<file path="src/design/node_table_with_aging_and_rate_limit_assert.svh">
// Assertion macros for the node table.
`ifndef NODE_TABLE_WITH_AGING_AND_RATE_LIMIT_ASSERT_SVH
`define NODE_TABLE_WITH_AGING_AND_RATE_LIMIT_ASSERT_SVH

// implication checked every edge outside reset
`define NT_ASSERT_IMP(label, ante, cons) \
  label: assert property (@(posedge clk_i) disable iff (!rst_ni) (ante) |-> (cons)) \
    else $error("assertion failed");

// next-cycle implication
`define NT_ASSERT_NEXT(label, ante, cons) \
  label: assert property (@(posedge clk_i) disable iff (!rst_ni) (ante) |=> (cons)) \
    else $error("assertion failed");

`endif

</file>
<file path="src/design/ntar_pkg.sv">
// ---------------------------------------------------------------------------
// ntar_pkg
// Types and constants of the node table.
// ---------------------------------------------------------------------------
`default_nettype none
package ntar_pkg;
  localparam int unsigned ENTRIES = 32;
  localparam int unsigned IDX_W   = $clog2(ENTRIES);
  localparam int unsigned CNT_W   = $clog2(ENTRIES + 1);

  localparam logic [2:0] ACT_UPDATE = 3'd0;
  localparam logic [2:0] ACT_TICK   = 3'd1;
  localparam logic [2:0] ACT_SWEEP  = 3'd2;
  localparam logic [2:0] ACT_ALERT  = 3'd3;
  localparam logic [2:0] ACT_DUMP   = 3'd4;

  localparam logic [3:0] ST_UPDATED   = 4'd0;
  localparam logic [3:0] ST_INSERTED  = 4'd1;
  localparam logic [3:0] ST_FULL      = 4'd2;
  localparam logic [3:0] ST_ALLOWED   = 4'd3;
  localparam logic [3:0] ST_THROTTLED = 4'd4;
  localparam logic [3:0] ST_UNKNOWN   = 4'd5;
  localparam logic [3:0] ST_TICKED    = 4'd6;
  localparam logic [3:0] ST_REMOVED   = 4'd7;
  localparam logic [3:0] ST_SWEEPDONE = 4'd8;
  localparam logic [3:0] ST_DUMPENT   = 4'd9;
  localparam logic [3:0] ST_DUMPDONE  = 4'd10;

  localparam logic [0:0] REG_TIMEOUT  = 1'd0;
  localparam logic [0:0] REG_INTERVAL = 1'd1;

  localparam logic [10:0] SCORE_WEIGHT = 11'd2000;

  typedef struct packed {
    logic [2:0]  action;
    logic [31:0] node_id;
    logic [15:0] light_level;
    logic [7:0]  motion;
    logic        node_role;
  } in_word_t;

  typedef struct packed {
    logic [3:0]  status;
    logic [31:0] result_id;
    logic        result_role;
    logic [15:0] result_light;
    logic [7:0]  result_motion;
    logic [19:0] score;
    logic        last;
  } out_word_t;

  // controller -> datapath
  typedef struct packed {
    logic             load;      // capture input word
    logic             rd;        // read entry at idx
    logic [IDX_W-1:0] idx;
    logic             eval;      // evaluate registered read data
    logic             wr_upd;    // refresh slot at hit index
    logic             wr_ins;    // insert at free index
    logic             wr_alert;  // stamp alert at hit index
    logic             clr;       // clear valid at read index
    logic             tick;
    logic             emit;
    logic [3:0]       status;
    logic             use_entry; // take id etc. from read entry
    logic             dump;      // include dump fields
    logic             last;
  } cmd_t;

  // datapath -> controller
  typedef struct packed {
    logic [2:0] action;
    logic       valid;      // evaluated entry valid
    logic       match;      // evaluated entry matches id
    logic       aged;       // evaluated entry is past timeout
    logic       alert_ok;   // evaluated entry may alert
    logic       hit;        // a match was found so far
    logic       free;       // a free slot was found so far
    logic       hit_ok;     // alert allowed at hit slot
    logic       out_busy;   // output register full and not taken
  } stat_t;
endpackage
`default_nettype wire

</file>
<file path="src/design/ntar_ctrl.sv">
// ---------------------------------------------------------------------------
// ntar_ctrl
// Sequencer: scans the table one entry a cycle unless stalled.
// ---------------------------------------------------------------------------
`default_nettype none
module ntar_ctrl
  import ntar_pkg::*;
(
  input  wire logic  clk_i,
  input  wire logic  rst_ni,
  input  wire logic  in_valid_i,
  output logic       in_ready_o,
  input  wire stat_t stat_i,
  output cmd_t       cmd_o
);
  localparam logic [2:0] S_IDLE = 3'd0;
  localparam logic [2:0] S_SCAN = 3'd1;
  localparam logic [2:0] S_DONE = 3'd2;
  localparam logic [2:0] S_FIN  = 3'd3;

  logic [2:0]       state_q, state_d;
  logic [CNT_W-1:0] rcnt_q, rcnt_d;   // read address
  logic             ev_q, ev_d;       // read data pending

  assign in_ready_o = (state_q == S_IDLE);

  always_comb begin
    state_d = state_q;
    rcnt_d  = rcnt_q;
    ev_d    = 1'b0;
    cmd_o   = '0;
    unique case (state_q)
      S_IDLE: begin
        if (in_valid_i) begin
          cmd_o.load = 1'b1;
          rcnt_d  = '0;
          state_d = S_SCAN;
        end
      end
      S_SCAN: begin
        if (!stat_i.out_busy) begin
          if (ev_q) begin
            cmd_o.eval = 1'b1;
            if (stat_i.action == ACT_SWEEP && stat_i.valid && stat_i.aged) begin
              cmd_o.clr = 1'b1; cmd_o.emit = 1'b1; cmd_o.status = ST_REMOVED;
              cmd_o.use_entry = 1'b1;
            end
            if (stat_i.action == ACT_DUMP && stat_i.valid) begin
              cmd_o.emit = 1'b1; cmd_o.status = ST_DUMPENT;
              cmd_o.use_entry = 1'b1; cmd_o.dump = 1'b1;
            end
          end
          if (stat_i.action == ACT_TICK || stat_i.action > ACT_DUMP) begin
            state_d = S_DONE;
          end else if (rcnt_q < CNT_W'(ENTRIES)) begin
            cmd_o.rd = 1'b1;
            cmd_o.idx = rcnt_q[IDX_W-1:0];
            ev_d   = 1'b1;
            rcnt_d = rcnt_q + 1'b1;
          end else if (!ev_q) begin
            state_d = S_DONE;
          end
        end else begin
          ev_d = ev_q;
        end
      end
      S_DONE: begin
        if (!stat_i.out_busy) begin
          state_d = S_FIN;
          cmd_o.last = 1'b1;
          priority case (stat_i.action)
            ACT_UPDATE: begin
              cmd_o.emit = 1'b1;
              if (stat_i.hit) begin
                cmd_o.wr_upd = 1'b1; cmd_o.status = ST_UPDATED;
              end else if (stat_i.free) begin
                cmd_o.wr_ins = 1'b1; cmd_o.status = ST_INSERTED;
              end else begin
                cmd_o.status = ST_FULL;
              end
            end
            ACT_TICK: begin
              cmd_o.emit = 1'b1; cmd_o.tick = 1'b1; cmd_o.status = ST_TICKED;
            end
            ACT_SWEEP: begin
              cmd_o.emit = 1'b1; cmd_o.status = ST_SWEEPDONE;
            end
            ACT_ALERT: begin
              cmd_o.emit = 1'b1;
              if (!stat_i.hit) begin
                cmd_o.status = ST_UNKNOWN;
              end else if (stat_i.hit_ok) begin
                cmd_o.wr_alert = 1'b1; cmd_o.status = ST_ALLOWED;
              end else begin
                cmd_o.status = ST_THROTTLED;
              end
            end
            ACT_DUMP: begin
              cmd_o.emit = 1'b1; cmd_o.status = ST_DUMPDONE;
            end
            default: begin
            end
          endcase
        end
      end
      S_FIN: state_d = S_IDLE;
      default: state_d = S_IDLE;
    endcase
  end

  always_ff @(posedge clk_i or negedge rst_ni) begin
    if (!rst_ni) begin
      state_q <= S_IDLE;
      rcnt_q  <= '0;
      ev_q    <= 1'b0;
    end else begin
      state_q <= state_d;
      rcnt_q  <= rcnt_d;
      ev_q    <= ev_d;
    end
  end
endmodule
`default_nettype wire

</file>
<file path="config.mk">
export PLATFORM = sky130hd
export DESIGN_NAME = ntar_ctrl
export DESIGN_NICKNAME = d
export VERILOG_FILES = /design/src/design/node_table_with_aging_and_rate_limit_assert.svh /design/src/design/ntar_pkg.sv /design/src/design/ntar_ctrl.sv
export SDC_FILE = /design/constraint.sdc
export NUM_CORES = 1
export LEC_CHECK = 0
export BUFFER_PORTS_ARGS = -buffer_cell sky130_fd_sc_hd__buf_2
export CORE_MARGIN = 1
export CORE_UTILIZATION = 40
export CTS_CLUSTER_DIAMETER = 100
export DETAILED_ROUTE_END_ITERATION = 7
export PLACE_DENSITY = 0.69
export SLEW_MARGIN = 20
export SYNTH_ARGS = -nofsm -noshare
export SYNTH_HDL_FRONTEND = slang
export SYNTH_SLANG_ARGS = --single-unit
</file>
<file path="constraint.sdc">
create_clock -name clk_i -period 2.5 [get_ports clk_i]
set_input_delay 0.625 -clock clk_i [delete_from_list [all_inputs] [get_ports clk_i]]
set_output_delay 0.625 -clock clk_i [all_outputs]
set_load 0.005 [all_outputs]
</file>
# == Yosys cells after proc, flatten, opt, wreduce, memory -nomap -nowiden ==
# Cells that the tools add are included.
# classes
n_addsub,1
magnitude_cmp,2
n_eq_ne,13
muxes,52
n_reduce_logical,9
# ops
operator,n
$mux W6,8
$mux W7,5
$mux W3,9
$pmux W5 S5,1
$mux W1,21
$pmux W6 S2,1
$ne A2 B2 Y1 const B,5
$pmux W5 S2,1
$reduce_and A5 Y1,2
$eq A3 B2 Y1 const B,3
$pmux W3 S3,1
$mux W4,2
$add A6 B1 Y6 const B,1
$eq A3 B1 Y1 const B,2
$logic_not A3 Y1,2
$lt A6 B6 Y1 const B,1
$mux W2,3
$ne A3 B3 Y1 const B,2
$eq A3 B3 Y1 const B,1
$gt A3 B3 Y1 const B,1
$logic_and A1 B1 Y1,3
$reduce_bool A2 Y1,1
$logic_or A1 B1 Y1,1
# totals
regBits,10
inputBits,14
wordCells,80

# == Logic depth before layout (Yosys ltp) ==
# depth
depth_word,8
mapped_depth,7

# == Worst setup path before layout ==
# No wires, ideal clock.
# synth_path
path_type,input -> output
from,in stat_i[8] in the netlist's numbering
to,out cmd_o[3] in the netlist's numbering
arrival_ps,1592
t_required_ps,1875
setup_slack_ps,283
path_stages,5
cell_sequence,buf_2 or3b_2 a21oi_1 a31oi_1 o2bb2ai_1
# synth_rtl
element,line,rtl
start: declaration,ntar_ctrl.sv:13,"input wire stat_t stat_i,"
end: declaration,ntar_ctrl.sv:14,output cmd_t cmd_o

==> metrics.md <==
| Metric | Value |
|---|---|
| Status | finished, final reports clean |
| Maximum clock rate | around 420 MHz |
| Post-Route Utilization | 0.554 |
| Clk_skew | 1.44 ps |
| Netlist cell types | 38 |
| Routed vias | a little under 900 |
| Total Routing Usage GR | 0.190 |
| Wire per inst | roughly 13 microns |
| Fin cells | between 150 and 200 |
| Number of global-route vias before repair | just under 700 |
| Clock Latency Late Sink | 250 ps |
| Max-Cap Viols | 0 |
| #FFs+latches synth | 9 |
| Starting DRT DRC Count | 12 |
| Pre-CTS setup slack | roughly 170 ps |
| Top-count cell post-synth | and3_1 |
| Min-delay worst type | primary input to async pin |
| Period Utilization, post-route | 0.947 |
| Die area | approximately 0.0023 sq mm |
| Clock transition at path regs | 60 ps |
| Top_reg_cell synth | dfrtp_1 |
| Std-Cell Rows | 16 |
| Syn_area_per_cell | 8.23 sq um |
| Relative slew slack | 0.778 |
| Top cells by count, synth | and3_1, nand2_1, nor2_1, dfrtp_1 |
| Clock buffer depth | 2 |
| Layout Area Growth over Synthesis | 29.4% |
| Io pins | 36 |
| Tmin final | around 2400 ps |
| Warnings from Yosys | 0 |
| Grt total ovfl | 0 |
| Critical Path AT | between 1500 and 2000 ps |
| Layout cells sized above 1 | 0.350 |
| Worst Slack Setup Final | between 100 and 150 ps |
| Worst Max-Slew Pin Slew | between 300 and 400 ps |
| Sequential area share after synthesis | 0.268 |
| Crit end category | output pin |
| Hold Fails Final Rpt | 0 |
| EDFF count, synth | 0 |
| Post-synth net total | ~120 |
| Final setup violating endpoints | 0 |
| Slew Limit Fails | 0 |
| H-Tree Depth | 1 |
| Core ar. | 0.00196 sq mm |
| R2r endpoint | rcnt_q[4] |
| Ant diodes | 0 |
| Yosys top cell area share | 0.268 |
| Pre-antenna DRT Iters | 4 |
| Clk sink count | 9 |
| Die Y | around 48 microns |
| HPWL after DPL | approximately 1700 microns |
| Largest net degree at the start of global routing | 12 |
| Internal reg-to-reg setup slack | between 500 and 600 ps |
| Final WL | 2180 microns |
| Synth top area cells | dfrtp_1, and3_1, ha_1 |
| Post-synth ARST share | 1.00 |
| WS Path Type | flop to output pin |
| Nets | 160 |
| Routed Antenna Nets | 0 |
| Crit path max fanout | 7 |
| CTS root buffer | clkbuf_4 |
| Post-Place Cells | approximately 160 |
| Mapped cell area | roughly 840 sq um |
| Die Span X | about 48 microns |
| Critical Path Start Type | flop |
| Worst reg-to-reg path cell count | 7 |
| Num CTS Buffers | 3 |
| Starting Density | 0.428 |
| RR Startpoint | state_q[1] |
| CP Data Required Time | between 1500 and 2000 ps |
| Number of port buffers | 33 |
| Leak | ~0.6 nW |
| CTS tree | done |
| RePlAce Congestion | roughly 0.75 |
| Initial antenna violation count | 0 |
| Filler cell count | around 200 |
| Fin Setup TNS | 0 ps |
| Via/cell ratio | around 5.3 |
| DRC | 0 |
| Setup repair after global routing missed its margin | false |
| Max VDD drop | about 0.53 mV |
| Final Hold Slack | 215 ps |
| PwrDens | 704 mW/mm^2 |
| First-pass GRT wire length | roughly 3000 microns |
| Synth Instances | about 100 |
| Yosys top cell by area | dfrtp_1 |
## power breakdown
part | total, W | switching [W] | internal, W
Combinational | 0.000438 | 0.000241 | 0.000197
Sequential | 0.000217 | 0.0000365 | 0.000180
Clock | 0.000110 | 0.0000484 | 0.0000614
## area by class of cell
cell class	count	area (sq um)	area share
repair buffers	37	195	0.180
multi-input cells	85	587	0.540
well taps	27	33.8	0.0311
flip-flops and latches	9	225	0.207
clock buffers	4	26.3	0.0242
inverters	5	18.8	0.0173
## layer usage
layer,vias to the layer above,GRT usage,share of wire
li1,448,-,-
met1,421,0.252,0.48
met2,16,0.316,0.49
met3,0,0.0566,0.032
met4,0,0.0167,0
met5,-,0,0
## state kept, by name, summed over array words and instances, names as in the netlist
register  flops
ev_q          1
state_q       2
rcnt_q        6
## timing repair
item | in CTS | in global routing
hold buffers | 0 | 0
setup endpoints to repair | 0 | 8
buffers inserted | 0 | 1
gates resized for setup | 0 | 2
## placed cells by master, fill, tap and decap left out, types with 2 or more instances in the layout
master / instances
buf_2: 33
a211o_1: 2
dfrtp_1: 9
a21oi_1: 2
o21ai_0: 2
mux2i_1: 2
and2_1: 2
nand2b_1: 5
inv_1: 4
nand2_1: 10
o21a_1: 4
buf_4: 4
a21boi_0: 2
and3_1: 11
nand3_1: 4
clkbuf_4: 3
nand4_1: 3
a31oi_1: 3
nor2_1: 9
ha_1: 4
## worst max path at each step
| stage | startpoint | endpoint | slack [ps] |
|---|---|---|---|
| 3_3_place_gp | stat_i[8] | cmd_o[3] | 170 |
| 5_1_grt | state_q[0] | cmd_o[5] | 30 |
| 6_report | state_q[1] | cmd_o[19] | 130 |
| 2_1_floorplan | stat_i[8] | cmd_o[3] | 280 |
| 3_5_place_dp | stat_i[8] | cmd_o[3] | 170 |
| 4_1_cts | state_q[1] | cmd_o[19] | 30 |
## cells by family (layout without fill, tap and decap cells)
logic type / Yosys count / in the layout / share of synthesized area
compound gates: 22 / 22 / 0.191
xor+xnor: 1 / 1 / 0.0104
fa+ha+maj: 5 / 5 / 0.0745
buf+inv: 8 / 46 / 0.0387
flops: 9 / 9 / 0.268
mux: 4 / 4 / 0.0641
simple gates: 53 / 53 / 0.353
## critical path: stages (launching register included)
cell     delay (ps)
dfrtp_1         410
inv_1           100
ha_2            260
nor3b_4         350
nand2_2         150
inv_2           110
buf_2           110
## metrics by stage
| step | cell area [sq um] | power, W |
|---|---|---|
| after CTS | 1070 | 0.000765 |
| after detailed placement | 1050 | 0.000648 |
| after global placement | 1050 | 0.000622 |
| after global routing | 1090 | 0.000834 |
| after floorplan | 840 | 0.000509 |
| final | 1090 | 0.000764 |
No activity file was read; power rests on OpenSTA's default activity.
