### src/design/node_table_with_aging_and_rate_limit_assert.svh
// Assertion macros for the node table.
`ifndef NODE_TABLE_WITH_AGING_AND_RATE_LIMIT_ASSERT_SVH
`define NODE_TABLE_WITH_AGING_AND_RATE_LIMIT_ASSERT_SVH

// implication checked every edge outside reset
`define NT_ASSERT_IMP(label, ante, cons) \
  label: assert property (@(posedge clk_i) disable iff (!rst_ni) (ante) |-> (cons)) \
    else $error("assertion failed");

// next-cycle implication
`define NT_ASSERT_NEXT(label, ante, cons) \
  label: assert property (@(posedge clk_i) disable iff (!rst_ni) (ante) |=> (cons)) \
    else $error("assertion failed");

`endif

### src/design/ntar_pkg.sv
// ---------------------------------------------------------------------------
// ntar_pkg
// Types and constants of the node table.
// ---------------------------------------------------------------------------
`default_nettype none
package ntar_pkg;
  localparam int unsigned ENTRIES = 32;
  localparam int unsigned IDX_W   = $clog2(ENTRIES);
  localparam int unsigned CNT_W   = $clog2(ENTRIES + 1);

  localparam logic [2:0] ACT_UPDATE = 3'd0;
  localparam logic [2:0] ACT_TICK   = 3'd1;
  localparam logic [2:0] ACT_SWEEP  = 3'd2;
  localparam logic [2:0] ACT_ALERT  = 3'd3;
  localparam logic [2:0] ACT_DUMP   = 3'd4;

  localparam logic [3:0] ST_UPDATED   = 4'd0;
  localparam logic [3:0] ST_INSERTED  = 4'd1;
  localparam logic [3:0] ST_FULL      = 4'd2;
  localparam logic [3:0] ST_ALLOWED   = 4'd3;
  localparam logic [3:0] ST_THROTTLED = 4'd4;
  localparam logic [3:0] ST_UNKNOWN   = 4'd5;
  localparam logic [3:0] ST_TICKED    = 4'd6;
  localparam logic [3:0] ST_REMOVED   = 4'd7;
  localparam logic [3:0] ST_SWEEPDONE = 4'd8;
  localparam logic [3:0] ST_DUMPENT   = 4'd9;
  localparam logic [3:0] ST_DUMPDONE  = 4'd10;

  localparam logic [0:0] REG_TIMEOUT  = 1'd0;
  localparam logic [0:0] REG_INTERVAL = 1'd1;

  localparam logic [10:0] SCORE_WEIGHT = 11'd2000;

  typedef struct packed {
    logic [2:0]  action;
    logic [31:0] node_id;
    logic [15:0] light_level;
    logic [7:0]  motion;
    logic        node_role;
  } in_word_t;

  typedef struct packed {
    logic [3:0]  status;
    logic [31:0] result_id;
    logic        result_role;
    logic [15:0] result_light;
    logic [7:0]  result_motion;
    logic [19:0] score;
    logic        last;
  } out_word_t;

  // controller -> datapath
  typedef struct packed {
    logic             load;      // capture input word
    logic             rd;        // read entry at idx
    logic [IDX_W-1:0] idx;
    logic             eval;      // evaluate registered read data
    logic             wr_upd;    // refresh slot at hit index
    logic             wr_ins;    // insert at free index
    logic             wr_alert;  // stamp alert at hit index
    logic             clr;       // clear valid at read index
    logic             tick;
    logic             emit;
    logic [3:0]       status;
    logic             use_entry; // take id etc. from read entry
    logic             dump;      // include dump fields
    logic             last;
  } cmd_t;

  // datapath -> controller
  typedef struct packed {
    logic [2:0] action;
    logic       valid;      // evaluated entry valid
    logic       match;      // evaluated entry matches id
    logic       aged;       // evaluated entry is past timeout
    logic       alert_ok;   // evaluated entry may alert
    logic       hit;        // a match was found so far
    logic       free;       // a free slot was found so far
    logic       hit_ok;     // alert allowed at hit slot
    logic       out_busy;   // output register full and not taken
  } stat_t;
endpackage
`default_nettype wire

### src/design/ntar_datapath.sv
// ---------------------------------------------------------------------------
// ntar_datapath
// Entry memory, valid bits, seconds counter, compare logic, output register.
// ---------------------------------------------------------------------------
`default_nettype none
module ntar_datapath
  import ntar_pkg::*;
(
  input  wire logic        clk_i,
  input  wire logic        rst_ni,
  input  wire in_word_t    in_i,
  input  wire cmd_t        cmd_i,
  output stat_t            stat_o,
  input  wire logic [15:0] timeout_i,
  input  wire logic [15:0] interval_i,
  output logic             out_valid_o,
  input  wire logic        out_ready_i,
  output out_word_t        out_o
);
  typedef struct packed {
    logic [31:0] id;
    logic        role;
    logic [15:0] light;
    logic [7:0]  motion;
    logic [31:0] seen;
    logic [31:0] atime;
    logic        alerted;
  } entry_t;

  entry_t           mem [ENTRIES];
  entry_t           rd_q;
  logic [IDX_W-1:0] ridx_q;
  logic [ENTRIES-1:0] valid_q;
  logic [31:0]      now_q;
  in_word_t         in_q;
  logic             hit_q, free_q, hit_ok_q;
  logic [IDX_W-1:0] hidx_q, fidx_q;
  out_word_t        out_q;
  logic             ov_q;
  logic             ev_valid, ev_match, ev_aged, ev_ok;
  logic [31:0]      age, adist;
  logic [19:0]      sc;
  logic             wr_en;
  logic [IDX_W-1:0] wr_idx;
  entry_t           wr_data;

  assign age      = now_q - rd_q.seen;
  assign adist    = now_q - rd_q.atime;
  assign ev_valid = valid_q[ridx_q];
  assign ev_match = ev_valid && rd_q.id == in_q.node_id;
  assign ev_aged  = age > {16'd0, timeout_i};
  assign ev_ok    = !rd_q.alerted || adist >= {16'd0, interval_i};
  assign sc       = 20'(rd_q.light) + 20'(rd_q.motion) * 20'(SCORE_WEIGHT);

  always_comb begin
    stat_o = '0;
    stat_o.action   = in_q.action;
    stat_o.valid    = ev_valid;
    stat_o.match    = ev_match;
    stat_o.aged     = ev_aged;
    stat_o.alert_ok = ev_ok;
    stat_o.hit      = hit_q;
    stat_o.free     = free_q;
    stat_o.hit_ok   = hit_ok_q;
    stat_o.out_busy = ov_q && !out_ready_i;
  end

  always_comb begin
    wr_en   = cmd_i.wr_upd || cmd_i.wr_ins || cmd_i.wr_alert;
    wr_idx  = cmd_i.wr_ins ? fidx_q : hidx_q;
    wr_data = '0;
    wr_data.id      = in_q.node_id;
    wr_data.role    = in_q.node_role;
    wr_data.light   = in_q.light_level;
    wr_data.motion  = in_q.motion;
    wr_data.seen    = now_q;
  end

  // per-field writes keep the other fields of the entry
  always_ff @(posedge clk_i) begin
    if (cmd_i.rd) begin
      rd_q <= mem[cmd_i.idx];
    end
    if (wr_en) begin
      if (cmd_i.wr_ins) begin
        mem[wr_idx] <= wr_data;
      end else if (cmd_i.wr_upd) begin
        mem[wr_idx].role   <= in_q.node_role;
        mem[wr_idx].light  <= in_q.light_level;
        mem[wr_idx].motion <= in_q.motion;
        mem[wr_idx].seen   <= now_q;
      end else begin
        mem[wr_idx].atime   <= now_q;
        mem[wr_idx].alerted <= 1'b1;
      end
    end
  end

  always_ff @(posedge clk_i) begin
    if (cmd_i.load) begin
      in_q <= in_i;
    end
  end

  always_ff @(posedge clk_i or negedge rst_ni) begin
    if (!rst_ni) begin
      valid_q  <= '0;
      now_q    <= '0;
      ridx_q   <= '0;
      hit_q    <= 1'b0;
      free_q   <= 1'b0;
      hit_ok_q <= 1'b0;
      hidx_q   <= '0;
      fidx_q   <= '0;
      ov_q     <= 1'b0;
    end else begin
      if (cmd_i.rd) ridx_q <= cmd_i.idx;
      if (cmd_i.load) begin
        hit_q  <= 1'b0;
        free_q <= 1'b0;
      end
      if (cmd_i.eval) begin
        if (ev_match && !hit_q) begin
          hit_q    <= 1'b1;
          hidx_q   <= ridx_q;
          hit_ok_q <= ev_ok;
        end
        if (!ev_valid && !free_q) begin
          free_q <= 1'b1;
          fidx_q <= ridx_q;
        end
      end
      if (cmd_i.clr) valid_q[ridx_q] <= 1'b0;
      if (cmd_i.wr_ins) valid_q[fidx_q] <= 1'b1;
      if (cmd_i.tick) now_q <= now_q + 32'd1;
      if (cmd_i.emit) ov_q <= 1'b1;
      else if (out_ready_i) ov_q <= 1'b0;
    end
  end

  always_ff @(posedge clk_i) begin
    if (cmd_i.emit) begin
      out_q.status        <= cmd_i.status;
      out_q.result_id     <= cmd_i.use_entry ? rd_q.id :
                             (cmd_i.status == ST_TICKED || cmd_i.status == ST_SWEEPDONE ||
                              cmd_i.status == ST_DUMPDONE) ? 32'd0 : in_q.node_id;
      out_q.result_role   <= cmd_i.dump ? rd_q.role : 1'b0;
      out_q.result_light  <= cmd_i.dump ? rd_q.light : 16'd0;
      out_q.result_motion <= cmd_i.dump ? rd_q.motion : 8'd0;
      out_q.score         <= cmd_i.dump ? sc : 20'd0;
      out_q.last          <= cmd_i.last;
    end
  end

  assign out_valid_o = ov_q;
  assign out_o       = out_q;
endmodule
`default_nettype wire

### config.mk
export PLATFORM = sky130hd
export DESIGN_NAME = ntar_datapath
export DESIGN_NICKNAME = d
export VERILOG_FILES = /design/src/design/node_table_with_aging_and_rate_limit_assert.svh /design/src/design/ntar_pkg.sv /design/src/design/ntar_datapath.sv
export SDC_FILE = /design/constraint.sdc
export NUM_CORES = 2
export LEC_CHECK = 0
export CAP_MARGIN = 30
export CORE_MARGIN = 8
export CORE_UTILIZATION = 55
export DETAILED_ROUTE_END_ITERATION = 12
export DONT_BUFFER_PORTS = 1
export PLACE_DENSITY = 0.76
export SYNTH_ARGS = -nofsm -noshare
export SYNTH_HDL_FRONTEND = slang
export SYNTH_SLANG_ARGS = --single-unit
### constraint.sdc
create_clock -name clk_i -period 5.1 [get_ports clk_i]
set_clock_uncertainty 0.05 [all_clocks]
set_input_delay 0.255 -clock clk_i [delete_from_list [all_inputs] [get_ports clk_i]]
set_output_delay 0.255 -clock clk_i [all_outputs]
set_load 0.01 [all_outputs]
### After elaboration in Yosys (flattened, before gate mapping)

Memories as Yosys holds them, arrays and structs flattened. A register that Yosys moved wholly into a read port is not among the register bits.
Cells that the tools add are included.

* multiply operators: 1
* $add $sub $neg: 4
* bitwise logic cells: 9
* eq/ne operators: 4
* div/mod/pow operators: 0
* shift-type cells: 0
* reductions and logical operators: 19
* $lt $le $gt $ge: 6
* multiplexer cells: 36

Operator list (count)
* 2-to-1 mux 32 bit: 6
* subtractor 32 bit: 2
* adder 32 x 1 -> 32 bit, second input constant: 1
* AND 32 bit: 1
* == test 32 bit: 1
* >= comparator 32 x 16 -> 1 bit: 1
* greater-than comparator 32 x 16 -> 1 bit: 1
* inverter 32 bit: 1
* bitwise OR 32 bit: 1
* 2-to-1 mux 1 bit: 24
* adder 16 x 19 -> 20 bit: 1
* 2-to-1 mux 16 bit: 1
* multiplier 8 x 7 -> 15 bit, second input constant: 1
* less-than comparator 5 x 6 -> 1 bit, second input constant: 2
* demux 1 bit (select 5 bit): 2
* >= comparator 5 x 1 -> 1 bit, second input constant: 2
* == test 4 bit, second input constant: 2
* 2-to-1 mux 8 bit: 1
* logical AND 1 bit: 6
* bitwise OR 1 bit: 6
* binary-select mux 1 bit (select 5 bit): 1
* logical NOT 1 bit: 5
* logical OR 1 bit: 5
* 2-to-1 mux 5 bit: 1
* 3 further kinds: 4

* register bits after elaboration: 225
* bits in latches: 0
* memories: 1
* RAM bits: 3904
* logic and storage cells: 101
* memory bits (read-only): 0
* input port bits: 116
* output and inout port bits: 94

Memories
* mem: depth 32, bits a word 122, rd ports 1, clocked after memory_dff 1, write ports 1, line ntar_datapath.sv:30 `entry_t mem [ENTRIES];`

### Logic depth before layout (Yosys ltp)

* depth in word-level cells: 9
* gate-level depth with buffers: 22
* gate-level depth less buffers: 21

### Worst setup path after synthesis

Ideal clock, no wire load.

* path kind: register to register
* from: register, netlist name rd_q[65]
* to: register out_q (netlist bit out_o[18]), data pin
* path slack: -0.035 ns
* period minus slack after synthesis: 5.135 ns
* cell stages (with the launch flop): 21
* arrival: 4.831 ns
* setup time: 0.255 ns
* path buffers: 0
* data required time: 4.795 ns
* path through: edfxtp_1 > fa_1 > xor2_1 > ha_1 > fa_1 > inv_1 > fa_1 > inv_1 > ha_1 > o21ai_0 > a21boi_0 > o21ai_0 > nand2_1 > a21o_1 > a21oi_1 > xnor2_1 > ha_1 > a21oi_1 > a2111oi_0 > xor2_1 > and2_1

* word-level cells in the longest chain between the ends: 2

RTL lines
* multiplier 8 x 7 -> 15 bit: line ntar_datapath.sv:53 `assign sc = 20'(rd_q.light) + 20'(rd_q.motion) * 20'(SCORE_WEIGHT);`
* adder 16 x 19 -> 20 bit: line ntar_datapath.sv:53
* end, declared: line ntar_datapath.sv:38 `out_word_t out_q;`

Every way passes these cells.
A chain may end at the register's enable or synchronous reset.

==> results.ini <==
[logic_synthesis]
synth_most_common_cell = edfxtp_1
synthTopCellsByCount = edfxtp_1, mux4_2, clkbuf_1
synth_cell_types = 76
synth-seq-cells = 4247
ys.flop_type = edfxtp_1
avgSynthCellArea_um2 = 22.8
synth_area_um2 = 167000
async_flop_share_pct = 1.95
synth_edf_count = 4164
ys_warn_count = 0
synth_top_cell_area_share_pct = 74.9
synth_area_leaders = edfxtp_1, mux4_2, dfrtp_1
synth_seq_area_share_pct = 76.2
syn_inst = 7325
yosysTopAreaCell = edfxtp_1
syn_nets = 7611

[sta]
finalCritPeriodShare_pct = 116
rsz0062_at_grt = yes
slew_violations = 0
tightestPinTransition_ns = 1.49
hold-worst-slack_ns = 0.0754
max_freq_ghz = 0.169
hold_viol_final = 0
worst_slack_ns = -0.801
setup_violations = 2
layout_min_cycle_time_ns = 5.90
slew_headroom_pct = 0.462

[final_layout]
drive_gt1_share_pct = 29.7
n_fill_cell = 18900
multiInputGateArea_um2 = 39000
regArea_um2 = 127000
stdcell_count = 12300
fin_area_um2 = 191000
nets = 8262
area_growth_syn_to_layout_pct = 14.6

[global_route]
grt_pass1_vias = 84700
grt_max_degree = 967
grt_use_total_pct = 26.5
antenna_found_initial = 18
grt_pass1_wl_um = 616000
grt_overflow = 0

[place]
dp_hpwl_um = 206000
placed_area_um2 = 174000
placement.io_buffers = 0
place_inst = 11200
gp_congestion = 0.867

[worst_setup_path]
endpoint_kind = output port
critPathSlowestCell = edfxtp_1
critical_path_required_ns = 4.80
critical-path-max-stage-delay_ns = 0.56
worst-path-buf-inv = 2
cp_max_fo = 3
worstSetupPathType = reg -> out
cp-start-kind = flip-flop
worstPathCellList = inv_2, fa_2, a21o_1, a311o_1, a21oi_4, a21oi_1, xor2_1, ha_1, nor2b_1, o21ai_2, o2111ai_2, nor4_4, o221ai_2, nor4_4, nand4_1, nor4_2, nand3_1, buf_6
cp.arrival_ns = 5.60
crit_family = compound AO/OA/AOI/OAI gates
rrSetupSlack_ns = 0.05
cpMostUsedCell = nor4_4

[floorplanning]
fp-row-count = 202
die_area_um2 = 321000
initial_utilization_pct = 55.2
die_height_um = 567
coreArea_um2 = 302000
io_pins = 210
die_w_um = 567

[status]
failed_checks = setup timing
status = complete, but fails checks

[clocking]
cts_tree = yes
cts.reportedPaths.clkPinSlew_ns = 0.06
clock_sinks = 4247
clock_latency_ns = 0.98
ctsRootBufferMaster = clkbuf_16
cts_made_buffers = 408
cts_max_level = 5
clk_path_buf_depth = 4

[routing]
vias = 82900
routedWlPerCell_um = 35.5
wl_um = 437000
post_drt_via_cell_ratio = 6.74
drc = 0
drtIter0Drc = 11500
antenna_violating_nets_post_route = 0
firstDrtPassIters = 8

[pwr]
pwr_density_cell_nw_per_um2 = 435
p_leak_nw = 61.5
peakVddDrop_v = 0.000551

[min_path]
hold_class = in -> reg

[flow_run]
maxCapViolCount = 0

==> final timing paths <==
check / from / endpoint / cells after the start
worst max-delay path: rd_q[2]$_DFFE_PP_ / stat_o[4] / 18
worst min-delay path: in_i[20] / in_q[20]$_DFFE_PP_ / 1
worst max register to register: rd_q[67]$_DFFE_PP_ / out_o[18]$_SDFFCE_PN0P_ / 20
worst min register to register: valid_q[8]$_DFF_PN0_ / valid_q[8]$_DFF_PN0_ / 2
max in group asynchronous: rst_ni / fidx_q[3]$_DFFE_PN0P_ / 4
min in group asynchronous: rst_ni / now_q[3]$_DFFE_PN0P_ / 4
==> cell type report <==
cell class,instances,area share (%)
Clock inverter,238,1.17
Clock buffer,504,5.60
Inverter,162,0.319
Timing Repair Buffer,587,3.44
Sequential cell,4247,66.5
Tap cell,3978,2.60
Antenna cell,15,0.0196
Multi-Input combinational cell,2570,20.4
==> sequential cells by signal, summed over array words and instances (netlist names) <==
signal and cells:
out_valid_o 1, stat_o 3, now_q 32, rd_q 122, hit_ok_q 1, hidx_q 5, in_q 57, fidx_q 5
hit_q 1, ridx_q 5, out_o 78, valid_q 32, mem 3904, free_q 1
==> layer usage <==
layer  track usage, %  vias to the layer above  routed length, um
met5                0                        -                 68
met4             9.76                       10              19100
met3             5.09                      986              49600
met2             44.2                     5932             217000
met1             35.1                    43700             151000
li1                 -                    32200                  -
==> power by group <==
group | leakage (nW) | switching, mW | internal [mW] | total [mW]
combinational | 16.0 | 6.81 | 5.24 | 12.0
clock | 6.29 | 13.1 | 16.4 | 29.6
sequential | 39.2 | 0.963 | 40.7 | 41.7
==> cells in the final DEF, fill, tap and decap left out, types with 65 or more instances in the layout <==
master,instances
a21oi_1,79
dfrtp_1,80
mux4_2,1228
dlygate4sd3_1,254
nand2_1,69
clkinv_2,65
clkbuf_16,414
buf_4,225
mux2_2,140
o21ai_0,101
clkbuf_1,86
clkinv_1,96
and2_1,68
ha_1,137
xnor2_1,92
inv_1,152
edfxtp_1,4164
nor2_4,97
==> what timing repair did <==
| item | CTS | global route |
|---|---|---|
| setup endpoints to repair | 9 | 10 |
| buffers inserted | 11 | 10 |
| gates resized for setup | 71 | 42 |
| endpoints found under the hold margin | 710 | 10 |
| pin swaps | 40 | 58 |
| hold buffers | 265 | 3 |
==> worst register-to-register path: stages (launching register included) <==
cell and delay [ns]:
edfxtp_1 0.44, buf_6 0.15, buf_6 0.11, inv_4 0.05
fa_1 0.40, fa_1 0.54, fa_1 0.43, fa_1 0.53
inv_2 0.05, ha_4 0.27, a21boi_4 0.19, buf_6 0.11
nor2_2 0.03, ha_1 0.33, and3_4 0.17, a21oi_2 0.15
o21ai_4 0.10, nor4b_4 0.35, a2111oi_4 0.06, xor2_1 0.15
and2_1 0.14
==> stage by stage <==
| stage | setup WS [ns] | setup TNS (ns) | utilization [%] | power [mW] |
|---|---|---|---|---|
| floorplan | 0.00103 | 0 | - | 48.5 |
| global placement | -1.02 | -2.84 | 57.4 | 51.9 |
| detailed placement | -1.10 | -2.78 | 57.6 | 52.3 |
| CTS | -0.953 | -1.40 | 62.9 | 82.5 |
| global route | -0.920 | -2.22 | 63.3 | 85.8 |
| finish | -0.801 | -1.29 | 63.3 | 83.3 |
==> cells by family after synthesis <==
family | share of synthesized area [%]
DFF | 76.2
muxes | 17.5
and+or+nand+nor | 1.60
buffers and inverters | 1.18
AOI/OAI and AO/OA | 1.48
adders and majority gates | 1.38
xor gates and xnor gates | 0.651
(Power assumes the default switching activity.)
